## src/hw/rtl/assert_macros.svh

```systemverilog
// assertion macros shared by the parser rtl
// no dependencies; empty bodies when SYNTHESIS is defined
`ifndef ASSERT_MACROS_SVH
`define ASSERT_MACROS_SVH
`ifndef SYNTHESIS
`define ASSERT_CLK(lbl, clk, rst_n, prop, msg) \
    lbl: assert property (@(posedge clk) disable iff (!rst_n) (prop)) else $error(msg);
`define ASSERT_NEVER(lbl, clk, rst_n, expr, msg) \
    lbl: assert property (@(posedge clk) disable iff (!rst_n) !(expr)) else $error(msg);
`else
`define ASSERT_CLK(lbl, clk, rst_n, prop, msg)
`define ASSERT_NEVER(lbl, clk, rst_n, expr, msg)
`endif
`endif

```

## src/hw/rtl/fpp_pkg.sv

```systemverilog
// shared types and constants of the framed packet parser
// no dependencies
package fpp_pkg;

    typedef enum logic [2:0] {
        PH_IDLE,
        PH_VERSION,
        PH_DEST,
        PH_SRC,
        PH_LEN,
        PH_PAYLOAD,
        PH_TRAILER
    } t_phase;

    typedef enum logic [2:0] {
        ST_NONE     = 3'd0,
        ST_DATA     = 3'd1,
        ST_GOOD     = 3'd2,
        ST_BAD      = 3'd3,
        ST_OVERSIZE = 3'd4
    } t_status;

    localparam int CFG_IDX_W  = 2;
    localparam int CFG_DATA_W = 64;

    typedef enum logic [CFG_IDX_W-1:0] {
        CFG_PREAMBLE = 2'd0,
        CFG_TRAILER  = 2'd1,
        CFG_MAX_LEN  = 2'd2
    } t_cfg_idx;

    localparam logic [31:0] MAX_LEN_RESET = 32'd256;

    // window request from the parser to the preamble matcher
    typedef struct packed {
        logic       watch;
        logic [7:0] rx_byte;
    } t_win_req;

endpackage

```

## src/hw/rtl/fpp_in_if.sv

```systemverilog
// received byte channel of the framed packet parser
// no dependencies
interface fpp_in_if;
    logic       valid;
    logic       ready;
    logic [7:0] rx_byte;

    modport source (output valid, output rx_byte, input ready);
    modport sink (input valid, input rx_byte, output ready);
endinterface

```

## src/hw/rtl/fpp_out_if.sv

```systemverilog
// result channel of the framed packet parser
// depends on fpp_pkg
interface fpp_out_if;
    logic              valid;
    logic              ready;
    fpp_pkg::t_status  status;
    logic [7:0]        data;
    logic [31:0]       byte_offset;
    logic [7:0]        version;
    logic [15:0]       dest_id;
    logic [15:0]       src_id;
    logic [31:0]       length;

    modport source (output valid, output status, output data, output byte_offset,
                    output version, output dest_id, output src_id, output length,
                    input ready);
    modport sink (input valid, input status, input data, input byte_offset,
                  input version, input dest_id, input src_id, input length,
                  output ready);
endinterface

```

## src/hw/rtl/framed_packet_parser_top.sv

```systemverilog
// top level of the framed packet parser: input stage, header/payload/trailer parse, result register
// depends on fpp_pkg, fpp_in_if, fpp_out_if, fpp_window and assert_macros.svh
//
// usage
// i_in carries one received byte per request, o_out one result per byte: a status
// (nothing, payload byte, packet good, trailer mismatch, oversize), the payload byte
// with its offset, and the current header fields. every byte gives exactly one result
// a byte is registered in the input stage and parsed from there into the result register,
// which holds each result until o_out takes it
// throughput is one byte per cycle unless o_out stalls; the parse is a phase decode,
// 32-bit length and payload count compares, and the start window compare between the two registers
// when o_out stalls the result holds and the input stage still takes one more byte;
// i_in.ready then falls until the result is taken
// reset clears the phase, counters, header fields, start window and the preamble and
// trailer patterns, and sets the payload limit to 256
// configuration is written through i_cfg_we / i_cfg_idx / i_cfg_wdata while no byte
// is in flight; index 0 preamble, 1 trailer, 2 payload limit, 3 ignored
`include "assert_macros.svh"

module framed_packet_parser_top #(
    parameter int START_LEN = 7,
    parameter int END_LEN   = 4
) (
    input  logic                           i_clk,
    input  logic                           i_rst_n,
    input  logic                           i_cfg_we,
    input  logic [fpp_pkg::CFG_IDX_W-1:0]  i_cfg_idx,
    input  logic [fpp_pkg::CFG_DATA_W-1:0] i_cfg_wdata,
    fpp_in_if.sink                         i_in,
    fpp_out_if.source                      o_out
);

    localparam int CW  = $clog2(END_LEN + 1);
    localparam int TIW = (END_LEN > 1) ? $clog2(END_LEN) : 1;

    // configuration
    logic [63:0] r_pre_pat;
    logic [63:0] r_trl_pat;
    logic [31:0] r_max_len;

    // stages
    logic        r_in_valid;
    logic [7:0]  r_in_byte;
    logic        r_out_valid;
    logic        advance;

    // parse state
    fpp_pkg::t_phase r_phase, s_phase, n_phase;
    logic [1:0]      r_fc, s_fc, n_fc;
    logic [31:0]     r_pay_cnt, s_pay_cnt, n_pay_cnt;
    logic [7:0]      r_hdr_version, n_hdr_version;
    logic [15:0]     r_hdr_dest, n_hdr_dest;
    logic [15:0]     r_hdr_src, n_hdr_src;
    logic [31:0]     r_hdr_length, s_hdr_length, n_hdr_length;
    logic [CW-1:0]   r_trl_cnt, s_trl_cnt, n_trl_cnt;
    logic [7:0]      r_trl_store [END_LEN];
    logic [7:0]      n_trl_store [END_LEN];

    // result
    fpp_pkg::t_status r_status, n_status;
    logic [7:0]       r_data, n_data;
    logic [31:0]      r_offset, n_offset;

    logic              trl_take;
    logic              trl_ok;
    fpp_pkg::t_win_req win_req;
    logic              win_hit;

    assign advance    = r_in_valid && (!r_out_valid || o_out.ready);
    assign i_in.ready = !r_in_valid || advance;

    always_ff @(posedge i_clk) begin
        if (!i_rst_n) begin
            r_pre_pat <= '0;
            r_trl_pat <= '0;
            r_max_len <= fpp_pkg::MAX_LEN_RESET;
        end else if (i_cfg_we) begin
            unique case (i_cfg_idx)
                fpp_pkg::CFG_PREAMBLE: r_pre_pat <= i_cfg_wdata;
                fpp_pkg::CFG_TRAILER:  r_trl_pat <= i_cfg_wdata;
                fpp_pkg::CFG_MAX_LEN:  r_max_len <= i_cfg_wdata[31:0];
                default: ;
            endcase
        end
    end

    // phase step, before the preamble restart
    always_comb begin
        s_phase       = r_phase;
        s_fc          = r_fc;
        s_pay_cnt     = r_pay_cnt;
        s_hdr_length  = r_hdr_length;
        s_trl_cnt     = r_trl_cnt;
        n_hdr_version = r_hdr_version;
        n_hdr_dest    = r_hdr_dest;
        n_hdr_src     = r_hdr_src;
        n_trl_store   = r_trl_store;
        n_status      = fpp_pkg::ST_NONE;
        n_data        = 8'h00;
        n_offset      = 32'h0;
        trl_take      = 1'b0;
        trl_ok        = 1'b1;

        unique case (r_phase)
            fpp_pkg::PH_VERSION: begin
                n_hdr_version = r_in_byte;
                s_phase       = fpp_pkg::PH_DEST;
            end
            fpp_pkg::PH_DEST: begin
                if (r_fc == 2'd0) begin
                    n_hdr_dest = {r_in_byte, 8'h00};
                    s_fc       = 2'd1;
                end else begin
                    n_hdr_dest = {r_hdr_dest[15:8], r_in_byte};
                    s_fc       = 2'd0;
                    s_phase    = fpp_pkg::PH_SRC;
                end
            end
            fpp_pkg::PH_SRC: begin
                if (r_fc == 2'd0) begin
                    n_hdr_src = {r_in_byte, 8'h00};
                    s_fc      = 2'd1;
                end else begin
                    n_hdr_src = {r_hdr_src[15:8], r_in_byte};
                    s_fc      = 2'd0;
                    s_phase   = fpp_pkg::PH_LEN;
                end
            end
            fpp_pkg::PH_LEN: begin
                // length is cleared on restart, so each byte fills its own lane
                case (r_fc)
                    2'd0:    s_hdr_length[31:24] = r_in_byte;
                    2'd1:    s_hdr_length[23:16] = r_in_byte;
                    2'd2:    s_hdr_length[15:8]  = r_in_byte;
                    default: s_hdr_length[7:0]   = r_in_byte;
                endcase
                if (r_fc == 2'd3) begin
                    s_fc = 2'd0;
                    if (s_hdr_length > r_max_len) begin
                        n_status = fpp_pkg::ST_OVERSIZE;
                        s_phase  = fpp_pkg::PH_IDLE;
                    end else begin
                        s_phase = fpp_pkg::PH_PAYLOAD;
                    end
                end else begin
                    s_fc = r_fc + 2'd1;
                end
            end
            fpp_pkg::PH_PAYLOAD: begin
                if (r_hdr_length == 32'h0) begin
                    s_phase  = fpp_pkg::PH_TRAILER;
                    trl_take = 1'b1;
                end else begin
                    if (r_pay_cnt < r_hdr_length) begin
                        n_status  = fpp_pkg::ST_DATA;
                        n_data    = r_in_byte;
                        n_offset  = r_pay_cnt;
                        s_pay_cnt = r_pay_cnt + 32'd1;
                    end
                    if (s_pay_cnt == r_hdr_length) begin
                        s_phase = fpp_pkg::PH_TRAILER;
                    end
                end
            end
            fpp_pkg::PH_TRAILER: begin
                trl_take = 1'b1;
            end
            default: ;
        endcase

        if (trl_take) begin
            if (r_trl_cnt < CW'(END_LEN)) begin
                for (int i = 0; i < END_LEN; i++) begin
                    if (TIW'(i) == r_trl_cnt[TIW-1:0]) begin
                        n_trl_store[i] = r_in_byte;
                    end
                end
                s_trl_cnt = r_trl_cnt + 1'b1;
            end
            for (int i = 0; i < END_LEN; i++) begin
                if (n_trl_store[i] != r_trl_pat[8*(END_LEN-1-i) +: 8]) begin
                    trl_ok = 1'b0;
                end
            end
            if (s_trl_cnt == CW'(END_LEN)) begin
                s_phase  = fpp_pkg::PH_IDLE;
                n_status = trl_ok ? fpp_pkg::ST_GOOD : fpp_pkg::ST_BAD;
            end
        end
    end

    assign win_req.watch   = advance && (s_phase != fpp_pkg::PH_PAYLOAD);
    assign win_req.rx_byte = r_in_byte;

    fpp_window #(
        .START_LEN (START_LEN)
    ) u_window (
        .i_clk     (i_clk),
        .i_rst_n   (i_rst_n),
        .i_req     (win_req),
        .i_pattern (r_pre_pat),
        .o_hit     (win_hit)
    );

    // preamble restart wins over the phase step
    always_comb begin
        n_phase      = s_phase;
        n_fc         = s_fc;
        n_pay_cnt    = s_pay_cnt;
        n_hdr_length = s_hdr_length;
        n_trl_cnt    = s_trl_cnt;
        if (win_hit) begin
            n_phase      = fpp_pkg::PH_VERSION;
            n_fc         = 2'd0;
            n_pay_cnt    = 32'h0;
            n_hdr_length = 32'h0;
            n_trl_cnt    = '0;
        end
    end

    always_ff @(posedge i_clk) begin
        if (!i_rst_n) begin
            r_in_valid    <= 1'b0;
            r_out_valid   <= 1'b0;
            r_phase       <= fpp_pkg::PH_IDLE;
            r_fc          <= 2'd0;
            r_pay_cnt     <= 32'h0;
            r_hdr_version <= 8'h00;
            r_hdr_dest    <= 16'h0;
            r_hdr_src     <= 16'h0;
            r_hdr_length  <= 32'h0;
            r_trl_cnt     <= '0;
        end else begin
            if (i_in.ready) begin
                r_in_valid <= i_in.valid;
            end
            if (!r_out_valid || o_out.ready) begin
                r_out_valid <= r_in_valid;
            end
            if (advance) begin
                r_phase       <= n_phase;
                r_fc          <= n_fc;
                r_pay_cnt     <= n_pay_cnt;
                r_hdr_version <= n_hdr_version;
                r_hdr_dest    <= n_hdr_dest;
                r_hdr_src     <= n_hdr_src;
                r_hdr_length  <= n_hdr_length;
                r_trl_cnt     <= n_trl_cnt;
            end
        end
    end

    always_ff @(posedge i_clk) begin
        if (i_in.valid && i_in.ready) begin
            r_in_byte <= i_in.rx_byte;
        end
        if (advance) begin
            r_trl_store <= n_trl_store;
            r_status    <= n_status;
            r_data      <= n_data;
            r_offset    <= n_offset;
        end
    end

    assign o_out.valid       = r_out_valid;
    assign o_out.status      = r_status;
    assign o_out.data        = r_data;
    assign o_out.byte_offset = r_offset;
    assign o_out.version     = r_hdr_version;
    assign o_out.dest_id     = r_hdr_dest;
    assign o_out.src_id      = r_hdr_src;
    assign o_out.length      = r_hdr_length;

    `ASSERT_CLK(a_pay_bound, i_clk, i_rst_n, r_phase == fpp_pkg::PH_PAYLOAD |-> (r_pay_cnt < r_hdr_length || r_hdr_length == 32'h0), "payload count past length")
    `ASSERT_CLK(a_trl_bound, i_clk, i_rst_n, r_phase == fpp_pkg::PH_TRAILER |-> r_trl_cnt < CW'(END_LEN), "trailer count full while collecting")
    `ASSERT_CLK(a_in_hold, i_clk, i_rst_n, (r_in_valid && !advance) |=> r_in_valid, "input stage dropped a request")
    `ASSERT_CLK(a_oversize_src, i_clk, i_rst_n, (advance && n_status == fpp_pkg::ST_OVERSIZE) |-> r_phase == fpp_pkg::PH_LEN, "oversize outside length field")

endmodule

```

## src/hw/rtl/fpp_window.sv

```systemverilog
// sliding start window and preamble matcher, filled first then shifted
// depends on fpp_pkg and assert_macros.svh
`include "assert_macros.svh"

module fpp_window #(
    parameter int START_LEN = 7
) (
    input  logic              i_clk,
    input  logic              i_rst_n,
    input  fpp_pkg::t_win_req i_req,
    input  logic [63:0]       i_pattern,
    output logic              o_hit
);

    localparam int FW = $clog2(START_LEN + 1);

    logic [7:0]    r_win [START_LEN];
    logic [7:0]    n_win [START_LEN];
    logic [FW-1:0] r_fill;
    logic [FW-1:0] n_fill;
    logic          match;

    always_comb begin
        n_win  = r_win;
        n_fill = r_fill;
        if (i_req.watch) begin
            if (r_fill < FW'(START_LEN)) begin
                for (int i = 0; i < START_LEN; i++) begin
                    if (FW'(i) == r_fill) begin
                        n_win[i] = i_req.rx_byte;
                    end
                end
                n_fill = r_fill + 1'b1;
            end else begin
                for (int i = 0; i < START_LEN - 1; i++) begin
                    n_win[i] = r_win[i+1];
                end
                n_win[START_LEN-1] = i_req.rx_byte;
            end
        end
    end

    // first window byte against the most significant used pattern byte
    always_comb begin
        match = 1'b1;
        for (int i = 0; i < START_LEN; i++) begin
            if (n_win[i] != i_pattern[8*(START_LEN-1-i) +: 8]) begin
                match = 1'b0;
            end
        end
    end

    assign o_hit = i_req.watch && match;

    always_ff @(posedge i_clk) begin
        if (!i_rst_n) begin
            for (int i = 0; i < START_LEN; i++) begin
                r_win[i] <= 8'h00;
            end
            r_fill <= '0;
        end else begin
            r_win  <= n_win;
            r_fill <= n_fill;
        end
    end

    `ASSERT_NEVER(a_fill_bound, i_clk, i_rst_n, r_fill > FW'(START_LEN), "window fill overrun")
    `ASSERT_CLK(a_fill_hold, i_clk, i_rst_n, !i_req.watch |=> r_fill == $past(r_fill), "window fill moved without a byte")

endmodule
```

## src/flat_wrapper.sv

```systemverilog
// flat-port wrapper written by rule: the top's interface ports become plain ports
module framed_packet_parser_top_flat 
#(
    parameter int START_LEN = 7,
    parameter int END_LEN   = 4
)
  (i_clk, i_rst_n, i_cfg_we, i_cfg_idx, i_cfg_wdata, i_in_valid, i_in_rx_byte, i_in_ready, o_out_valid, o_out_status, o_out_data, o_out_byte_offset, o_out_version, o_out_dest_id, o_out_src_id, o_out_length, o_out_ready);
  fpp_in_if i_in_i ();
  fpp_out_if o_out_i ();
  input  logic i_clk;
  input  logic i_rst_n;
  input  logic i_cfg_we;
  input  logic [fpp_pkg::CFG_IDX_W-1:0] i_cfg_idx;
  input  logic [fpp_pkg::CFG_DATA_W-1:0] i_cfg_wdata;
  input wire logic [$bits(i_in_i.valid)-1:0] i_in_valid;
  input wire logic [$bits(i_in_i.rx_byte)-1:0] i_in_rx_byte;
  output wire logic [$bits(i_in_i.ready)-1:0] i_in_ready;
  output wire logic [$bits(o_out_i.valid)-1:0] o_out_valid;
  output wire logic [$bits(o_out_i.status)-1:0] o_out_status;
  output wire logic [$bits(o_out_i.data)-1:0] o_out_data;
  output wire logic [$bits(o_out_i.byte_offset)-1:0] o_out_byte_offset;
  output wire logic [$bits(o_out_i.version)-1:0] o_out_version;
  output wire logic [$bits(o_out_i.dest_id)-1:0] o_out_dest_id;
  output wire logic [$bits(o_out_i.src_id)-1:0] o_out_src_id;
  output wire logic [$bits(o_out_i.length)-1:0] o_out_length;
  input wire logic [$bits(o_out_i.ready)-1:0] o_out_ready;
  assign i_in_i.valid = i_in_valid;
  assign i_in_i.rx_byte = i_in_rx_byte;
  assign i_in_ready = i_in_i.ready;
  assign o_out_valid = o_out_i.valid;
  assign o_out_status = o_out_i.status;
  assign o_out_data = o_out_i.data;
  assign o_out_byte_offset = o_out_i.byte_offset;
  assign o_out_version = o_out_i.version;
  assign o_out_dest_id = o_out_i.dest_id;
  assign o_out_src_id = o_out_i.src_id;
  assign o_out_length = o_out_i.length;
  assign o_out_i.ready = o_out_ready;
  framed_packet_parser_top #(.START_LEN(START_LEN), .END_LEN(END_LEN)) u_core (.i_clk(i_clk), .i_rst_n(i_rst_n), .i_cfg_we(i_cfg_we), .i_cfg_idx(i_cfg_idx), .i_cfg_wdata(i_cfg_wdata), .i_in(i_in_i), .o_out(o_out_i));
endmodule
```

## config.mk

```make
export PLATFORM = sky130hd
export DESIGN_NAME = framed_packet_parser_top_flat
export DESIGN_NICKNAME = d
export VERILOG_FILES = /design/src/hw/rtl/fpp_pkg.sv /design/src/hw/rtl/fpp_in_if.sv /design/src/hw/rtl/fpp_out_if.sv /design/src/hw/rtl/framed_packet_parser_top.sv /design/src/hw/rtl/fpp_window.sv /design/src/flat_wrapper.sv
export VERILOG_INCLUDE_DIRS = /design/src /design/src/hw/rtl
export SDC_FILE = /design/constraint.sdc
export NUM_CORES = 1
export LEC_CHECK = 0
export ABC_AREA = 0
export BUFFER_PORTS_ARGS = -buffer_cell sky130_fd_sc_hd__buf_2
export CELL_PAD_IN_SITES_DETAIL_PLACEMENT = 1
export CELL_PAD_IN_SITES_GLOBAL_PLACEMENT = 1
export CORE_MARGIN = 1
export CORE_UTILIZATION = 49
export CTS_BUF_LIST = sky130_fd_sc_hd__clkbuf_16
export DETAILED_ROUTE_END_ITERATION = 7
export GPL_TIMING_DRIVEN = 0
export PLACE_DENSITY_LB_ADDON = 0.1
export SKIP_LAST_GASP = 1
export SYNTH_ARGS = -nofsm -noshare
export SYNTH_HDL_FRONTEND = slang
export SYNTH_SLANG_ARGS = --single-unit
```

## constraint.sdc

```tcl
create_clock -name i_clk -period 11.6 [get_ports i_clk]
set_input_delay 2.32 -clock i_clk [delete_from_list [all_inputs] [get_ports i_clk]]
set_output_delay 2.32 -clock i_clk [all_outputs]
set_load 0.02 [all_outputs]
```

==> results of run 1 <==
## flip-flops by register name (all words and copies together) (netlist names), 16 cells and up
| name | cells |
|---|---|
| u_core.o_out.length | 32 |
| u_core.r_max_len | 32 |
| u_core.o_out.src_id | 16 |
| u_core.r_trl_store | 32 |
| u_core.u_window.r_win | 56 |
| u_core.o_out.byte_offset | 32 |
| u_core.r_trl_pat | 32 |
| u_core.r_pay_cnt | 32 |
| u_core.o_out.dest_id | 16 |
| u_core.r_pre_pat | 56 |
## layer usage
layer	global-route usage, %	vias to the layer above	wire [µm]
li1	-	8839	-
met1	56.68	10280	37050
met2	68.18	1182	41170
met3	7.972	313	8565
met4	21.80	4	4785
met5	0	-	26
## placed cells by master (no fill, tap or decap), types with 6 or more instances in the layout
| cell | instances |
|---|---|
| a211oi_1 | 29 |
| a21o_1 | 14 |
| a21oi_1 | 223 |
| a22oi_1 | 8 |
| a311oi_1 | 6 |
| a31oi_1 | 14 |
| and2_1 | 54 |
| and3_1 | 19 |
| buf_1 | 19 |
| buf_2 | 190 |
| buf_4 | 6 |
| clkbuf_1 | 125 |
| clkbuf_16 | 45 |
| clkinv_1 | 8 |
| dfxtp_1 | 293 |
| edfxtp_1 | 83 |
| ha_1 | 78 |
| inv_1 | 123 |
| mux2_2 | 30 |
| mux2i_1 | 86 |
| nand2_1 | 423 |
| nand2b_1 | 18 |
| nand3_1 | 50 |
| nand3b_1 | 10 |
| nand4_1 | 39 |
| nor2_1 | 220 |
| nor2b_1 | 20 |
| nor3_1 | 27 |
| nor4_1 | 27 |
| o21ai_0 | 84 |
| o221a_2 | 6 |
| o22ai_1 | 34 |
| or2_2 | 6 |
| or3_1 | 8 |
| or4_1 | 10 |
| xnor2_1 | 65 |
| xor2_1 | 65 |
## area by class of cell
type,count,area (µm²)
fill,4854,16990
multi-input combinational,1772,10690
sequential,376,8358
clock buffer,45,1126
timing repair buffer,188,955.9
tap,525,656.9
buffer,155,616.8
inverter,107,401.6
clock inverter,35,212.7
antenna,2,5.005
## power by group
part	switching [mW]	internal, mW
clock network	0.610	0.746
logic	0.200	0.0794
registers	0.0288	1.36
## per-stage QoR
step | setup slack, ns | total power [mW]
3_5_place_dp | 2.601 | 1.683
2_1_floorplan | 5.607 | 1.555
5_1_grt | 1.980 | 3.075
4_1_cts | 2.517 | 3.009
3_3_place_gp | 2.675 | 1.673
6_report | 1.996 | 3.027
## logic make-up (layout without fill, tap and decap cells)
group	Yosys count	after routing	share of synthesized area [%]
buf+inv	262	530	5.073
fa+ha+maj	78	78	4.867
simple gates	955	955	21.72
other cells	0	2	0
flops	376	376	41.68
mux	116	116	5.977
compound gates	493	493	15.01
xor+xnor	130	130	5.678
## worst paths after layout
check | from | to | slack, ns | cells after the start
max | u_core.r_in_byte[4] | u_core.o_out.length[2] | 2.00 | 21
min | u_core.r_pre_pat[37] | u_core.r_pre_pat[37] | 0.46 | 2
max reg2reg | u_core.r_in_byte[4] | u_core.o_out.length[2] | 2.00 | 21
min reg2reg | u_core.r_pre_pat[37] | u_core.r_pre_pat[37] | 0.46 | 2
## worst register-to-register path, delay by kind of cell (launching register included)
| family | cells | cell delay, ns |
|---|---|---|
| simple gates | 12 | 4.13 |
| compound gates | 4 | 1.74 |
| flops | 1 | 0.64 |
| buf+inv | 4 | 2.78 |
| fa+ha+maj | 1 | 0.21 |
==> metrics.yaml, run 1 <==
global_routing:
  grt_pass1_wl_um: 133400
  antenna_found_initial: 4
  grt-ovfl-total: 0
  grt_util_all_layers_pct: 43.29
  grt_start_max_net_pins: 34
  grt_pass1_vias: 20810
worst_setup_path:
  cp_top_family: "simple AND/OR/NAND/NOR gates"
  critPathLaunchType: "register"
  slowest_delay_ns: 1.17
  crit_required_ns: 12.09
  slowest_stage: "clkbuf_1"
  arrival_ns: 10.10
  cp_max_fo: 10
  path_cells: "clkbuf_1, clkbuf_1, nand2_1, o21ai_0, ha_1, nand4_1, nor2_1, nand4_1, nor4_1, nor2_1, a211oi_1, nor2_1, nor2_1, clkbuf_1, a21oi_1, a2111oi_0, nand4_1, or4_4, nand2_4, buf_4, nor2_1"
  critPathCaptureType: "register"
  path_class: "reg -> reg"
  path_buf_inv: 4
  path_common_cell: "nor2_1"
cells_and_area:
  syn2layout_area_growth_pct: 14.79
  final_cell_count_no_fill: 3205
  layout.nets: 2800
  fin_util_pct: 57.54
  fin_area_mm2: 0.02302
  layout-drive-gt1-share_pct: 11.39
clocking:
  holdBufCountCts: 0
  post-cts-setup-buffer-count: 0
  clk_pin_slew_ns: 0.07
  cts_sinks: 376
  ctsHtreeMaxLevel: 2
  cts_max_path_buffers: 3
  ctsRootBufferMaster: "clkbuf_16"
  post_cts_resized: 0
  insertion_delay_ns: 0.61
  cts_made_buffers: 43
  cts_tree: "done"
detailed_routing:
  first_pass_iters: 7
  drt-initial-drc-count: 2270
  vias_per_cell: 6.433
  post-route-drc-count: 2
  postRouteAntennaNets: 0
  wirelength_um: 91600
  drt-wirelength-per-cell_um: 28.58
  dr_total_vias: 20620
synth:
  synth_area_leaders: "dfxtp_1 29%, edfxtp_1 12%, nand2_1 7.9%"
  synth_top_area_cell: "dfxtp_1"
  yosys_warnings: 0
  post-synth-top-count-cell: "nand2_1"
  synth_cell_types: 80
  synth_top_area_share_pct: 29.25
  synth_cells: 2410
  synth-seq-cells: 376
  synth_fp_nets: 2567
  async_flop_share_pct: 0
  yosys-top-cells-count: "423 x nand2_1, 293 x dfxtp_1, 223 x a21oi_1"
  ys_seq_area_share_pct: 41.68
  synth_flop_cell: "dfxtp_1"
  syn_avg_cell_area_um2: 8.321
  synth_edf_count: 83
  syn_area_mm2: 0.02005
placed_design:
  io_buffers: 187
  dp_hpwl_um: 66070
  placedInstanceArea_mm2: 0.02167
  gp_congestion: 1.009
  dp_cells: 3123
run_status:
  status: "finished with violations"
  violations: "DRC, capacitance limit, slew limit"
sta:
  hold_slack_ns: 0.4593
  setup_violations: 0
  max_slew.worst_pin.slew_ns: 1.514
  finalClockSkew_ns: 0.03059
  layout_min_cycle_time_ns: 9.604
  relSlewSlack_pct: -0.9456
  grt_setup_unrepaired: "false"
  fmax_mhz: 104.1
  finalHoldViolCount: 0
  slew_viol_final: 11
  fin_crit_sh_pct: 82.80
  fin_tns_setup_ns: 0
power:
  power_leakage_nw: 8.756
  p_per_area_mw_per_mm2: 131.5
  irDropWorstVdd_uv: 146.3
die:
  core_mm2: 0.04001
  rows: 73
  initial_core_util_pct: 50.13
  die-area_mm2: 0.04174
  die_w_um: 204.3
  pin_count: 196
  die-height_um: 204.3
hold_path:
  hp-class: "reg -> reg"
run:
  max_cap_violations: 1
No activity file was read; power rests on OpenSTA's default activity.
==> run 2, diff against run 1 <==
Settings changed: ABC_AREA 0 to 1, CORE_UTILIZATION 49 to 43.
Clock period 11.6 ns to 9.3 ns, I/O delays scaled along.
==> run 2 against run 1 <==
The run now ends clean. Worst setup slack got worse by 0.14 ns. Global-route usage decreased by 5.9 points. Utilization fell by 7.3 points. Cell count is 21% higher. Design area rose by 4.1%. Register-to-register slack lost 0.14 ns. Maximum frequency up 29%. Via count up 8.9%. Flip-flop and latch count unchanged. Sequential power grew 26%. Clock power is 35% higher. Critical endpoint is now u_core.r_pay_cnt[17]. Largest power group is now the clock network.
==> metrics.yaml, run 2 <==
detailed_routing:
  dr_total_vias: 22450
  first_pass_iters: 5
  postRouteAntennaNets: 0
  post-route-drc-count: 0
  vias_per_cell: 5.811
  drt-initial-drc-count: 1972
  wirelength_um: 93120
  drt-wirelength-per-cell_um: 24.11
die:
  die-area_mm2: 0.04904
  initial_core_util_pct: 43.47
  rows: 80
  core_mm2: 0.04765
  die-height_um: 221.5
  pin_count: 196
  die_w_um: 221.5
cells_and_area:
  layout_common_cells: "749 x nand2_1, 338 x inv_1, 306 x nor2_1"
  reg.largest.list: "u_core.r_pre_pat: 56 flops, u_core.u_window.r_win: 56 flops"
  layout_commonest_cell: "nand2_1"
  layout.nets: 3368
  syn2layout_area_growth_pct: 15.67
  layout-drive-gt1-share_pct: 9.547
worst_setup_path:
  critPathLaunchType: "register"
  critPathCaptureType: "register"
  crit_required_ns: 9.81
  slowest_stage: "clkbuf_1"
  arrival_ns: 7.96
  path_class: "reg -> reg"
  cp_top_family: "simple AND/OR/NAND/NOR gates"
  cp_max_fo: 10
  slowest_delay_ns: 0.96
  path_buf_inv: 3
  path_common_cell: "nand2_1"
sta:
  fin_tns_setup_ns: 0
  layout_min_cycle_time_ns: 7.445
  max_slew.worst_pin.slew_ns: 1.382
  finalHoldViolCount: 0
  fmax_mhz: 134.3
  relSlewSlack_pct: 7.891
  slew_viol_final: 0
  setup_slack_ns: 1.855
  setup_violations: 0
  hold_slack_ns: 0.4733
  grt_setup_unrepaired: "false"
  fin_crit_sh_pct: 80.05
  finalClockSkew_ns: 0.02586
synth:
  synth_top_family_by_area: "simple AND/OR/NAND/NOR gates"
  ys_seq_area_share_pct: 40.36
  synth_cells: 2976
  synth-seq-cells: 376
  synthSimpleGateAreaFrac_pct: 28.20
  synth_flop_cell: "dfxtp_1"
  post-synth-top-count-cell: "nand2_1"
  synth-xor-area-share_pct: 1.631
  synth_fp_nets: 3133
  synth_top_area_share_pct: 28.32
  muxShareOfSynthArea_pct: 0
  synth_top_area_cell: "dfxtp_1"
  async_flop_share_pct: 0
  synthAdderAreaFrac_pct: 4.712
  syn_area_mm2: 0.02071
  synth-compound-area-share_pct: 15.67
  synth_edf_count: 83
  yosys_warnings: 0
  synth_area_leaders: "dfxtp_1 28%, nand2_1 14%, edfxtp_1 12%"
  yosys-top-cells-count: "749 x nand2_1, 328 x inv_1, 307 x nor2_1"
  synth_cell_types: 43
  syn_avg_cell_area_um2: 6.959
hold_path:
  hp-class: "reg -> reg"
run:
  max_cap_violations: 0
clocking:
  clk_pin_slew_ns: 0.07
  cts_made_buffers: 45
  insertion_delay_ns: 0.62
  cts_tree: "done"
  ctsHtreeMaxLevel: 2
  cts_sinks: 376
  post_cts_resized: 0
  holdBufCountCts: 0
  cts_max_path_buffers: 3
  ctsRootBufferMaster: "clkbuf_16"
  post-cts-setup-buffer-count: 0
power:
  power_mw: 4.043
  power_leakage_nw: 10.39
  netSwitchingFraction_pct: 28.42
  p_per_area_mw_per_mm2: 168.8
  p_comb_share_pct: 11.4
  irDropWorstVdd_uv: 158.2
  p_sw_mw: 1.149
  internal-power_mw: 2.894
  clock_power_share_pct: 45.3
  p_seq_share_pct: 43.3
global_routing:
  grt_pass1_wl_um: 138600
  grt_pass1_vias: 22460
  grt_util_all_layers_pct: 37.43
  grt-ovfl-total: 0
  grt_start_max_net_pins: 33
  antenna_found_initial: 6
placed_design:
  pre_cts_ws_ns: 2.198
  gp_congestion: 1.024
  io_buffers: 186
  dp_hpwl_um: 71410
run_status:
  status: "complete, no violations"
-- run 2: worst paths after layout --
kind	startpoint	to	slack, ns	cells past startpoint
setup / recovery	u_core.r_in_byte[1]	u_core.r_pay_cnt[17]	1.86	27
hold / removal	u_core.r_pre_pat[6]	u_core.r_pre_pat[6]	0.47	2
setup reg to reg	u_core.r_in_byte[1]	u_core.r_pay_cnt[17]	1.86	27
hold reg to reg	u_core.r_pre_pat[6]	u_core.r_pre_pat[6]	0.47	2
-- run 2: tightest hold or removal path, delay by kind of cell, from the launching register on --
family	cells	cell delay, ns
buf+inv	1	0.07
compound gates	1	0.05
flops	1	0.31
-- run 2: cell families after synthesis --
group | count (synthesis)
flops | 376
fa+ha+maj | 78
buf+inv | 490
xor+xnor | 37
simple gates | 1388
compound gates | 607
-- run 2: metrics by stage --
stage / area (µm²) / cells / util, %
2_1_floorplan: 20710 / 2976 / -
3_3_place_gp: 22410 / 3777 / 47.04
3_5_place_dp: 22460 / 3779 / 47.14
4_1_cts: 23950 / 3862 / 50.27
5_1_grt: 23950 / 3862 / 50.27
6_report: 23960 / 3863 / 50.28
-- run 2: final cells by class --
class | count | area (µm²)
fillers | 6232 | 23690
clock inverters | 37 | 342.8
flip-flops and latches | 376 | 8358
plain buffers | 154 | 693.2
clock buffers | 46 | 1151
inverters | 336 | 1261
diodes | 1 | 2.502
multi-input cells | 2110 | 10410
repair buffers | 188 | 970.9
well taps | 615 | 769.5
-- run 2: per-layer routing --
layer | global-route usage, % | vias up | wire (µm)
met5 | 0 | - | 11
met4 | 13.96 | 2 | 3308
met3 | 7.409 | 189 | 7666
met2 | 59.70 | 876 | 41790
met1 | 50.05 | 11070 | 40340
li1 | - | 10310 | -
-- run 2: power by group through the flow --
| stage | clock network, mW | registers [mW] | logic, mW |
|---|---|---|---|
| floorplan | 0 | 1.79 | 0.253 |
| global placement | 0 | 1.78 | 0.427 |
| detailed placement | 0 | 1.79 | 0.445 |
| CTS | 1.84 | 1.75 | 0.449 |
| global route | 1.89 | 1.76 | 0.498 |
| finish | 1.83 | 1.75 | 0.460 |
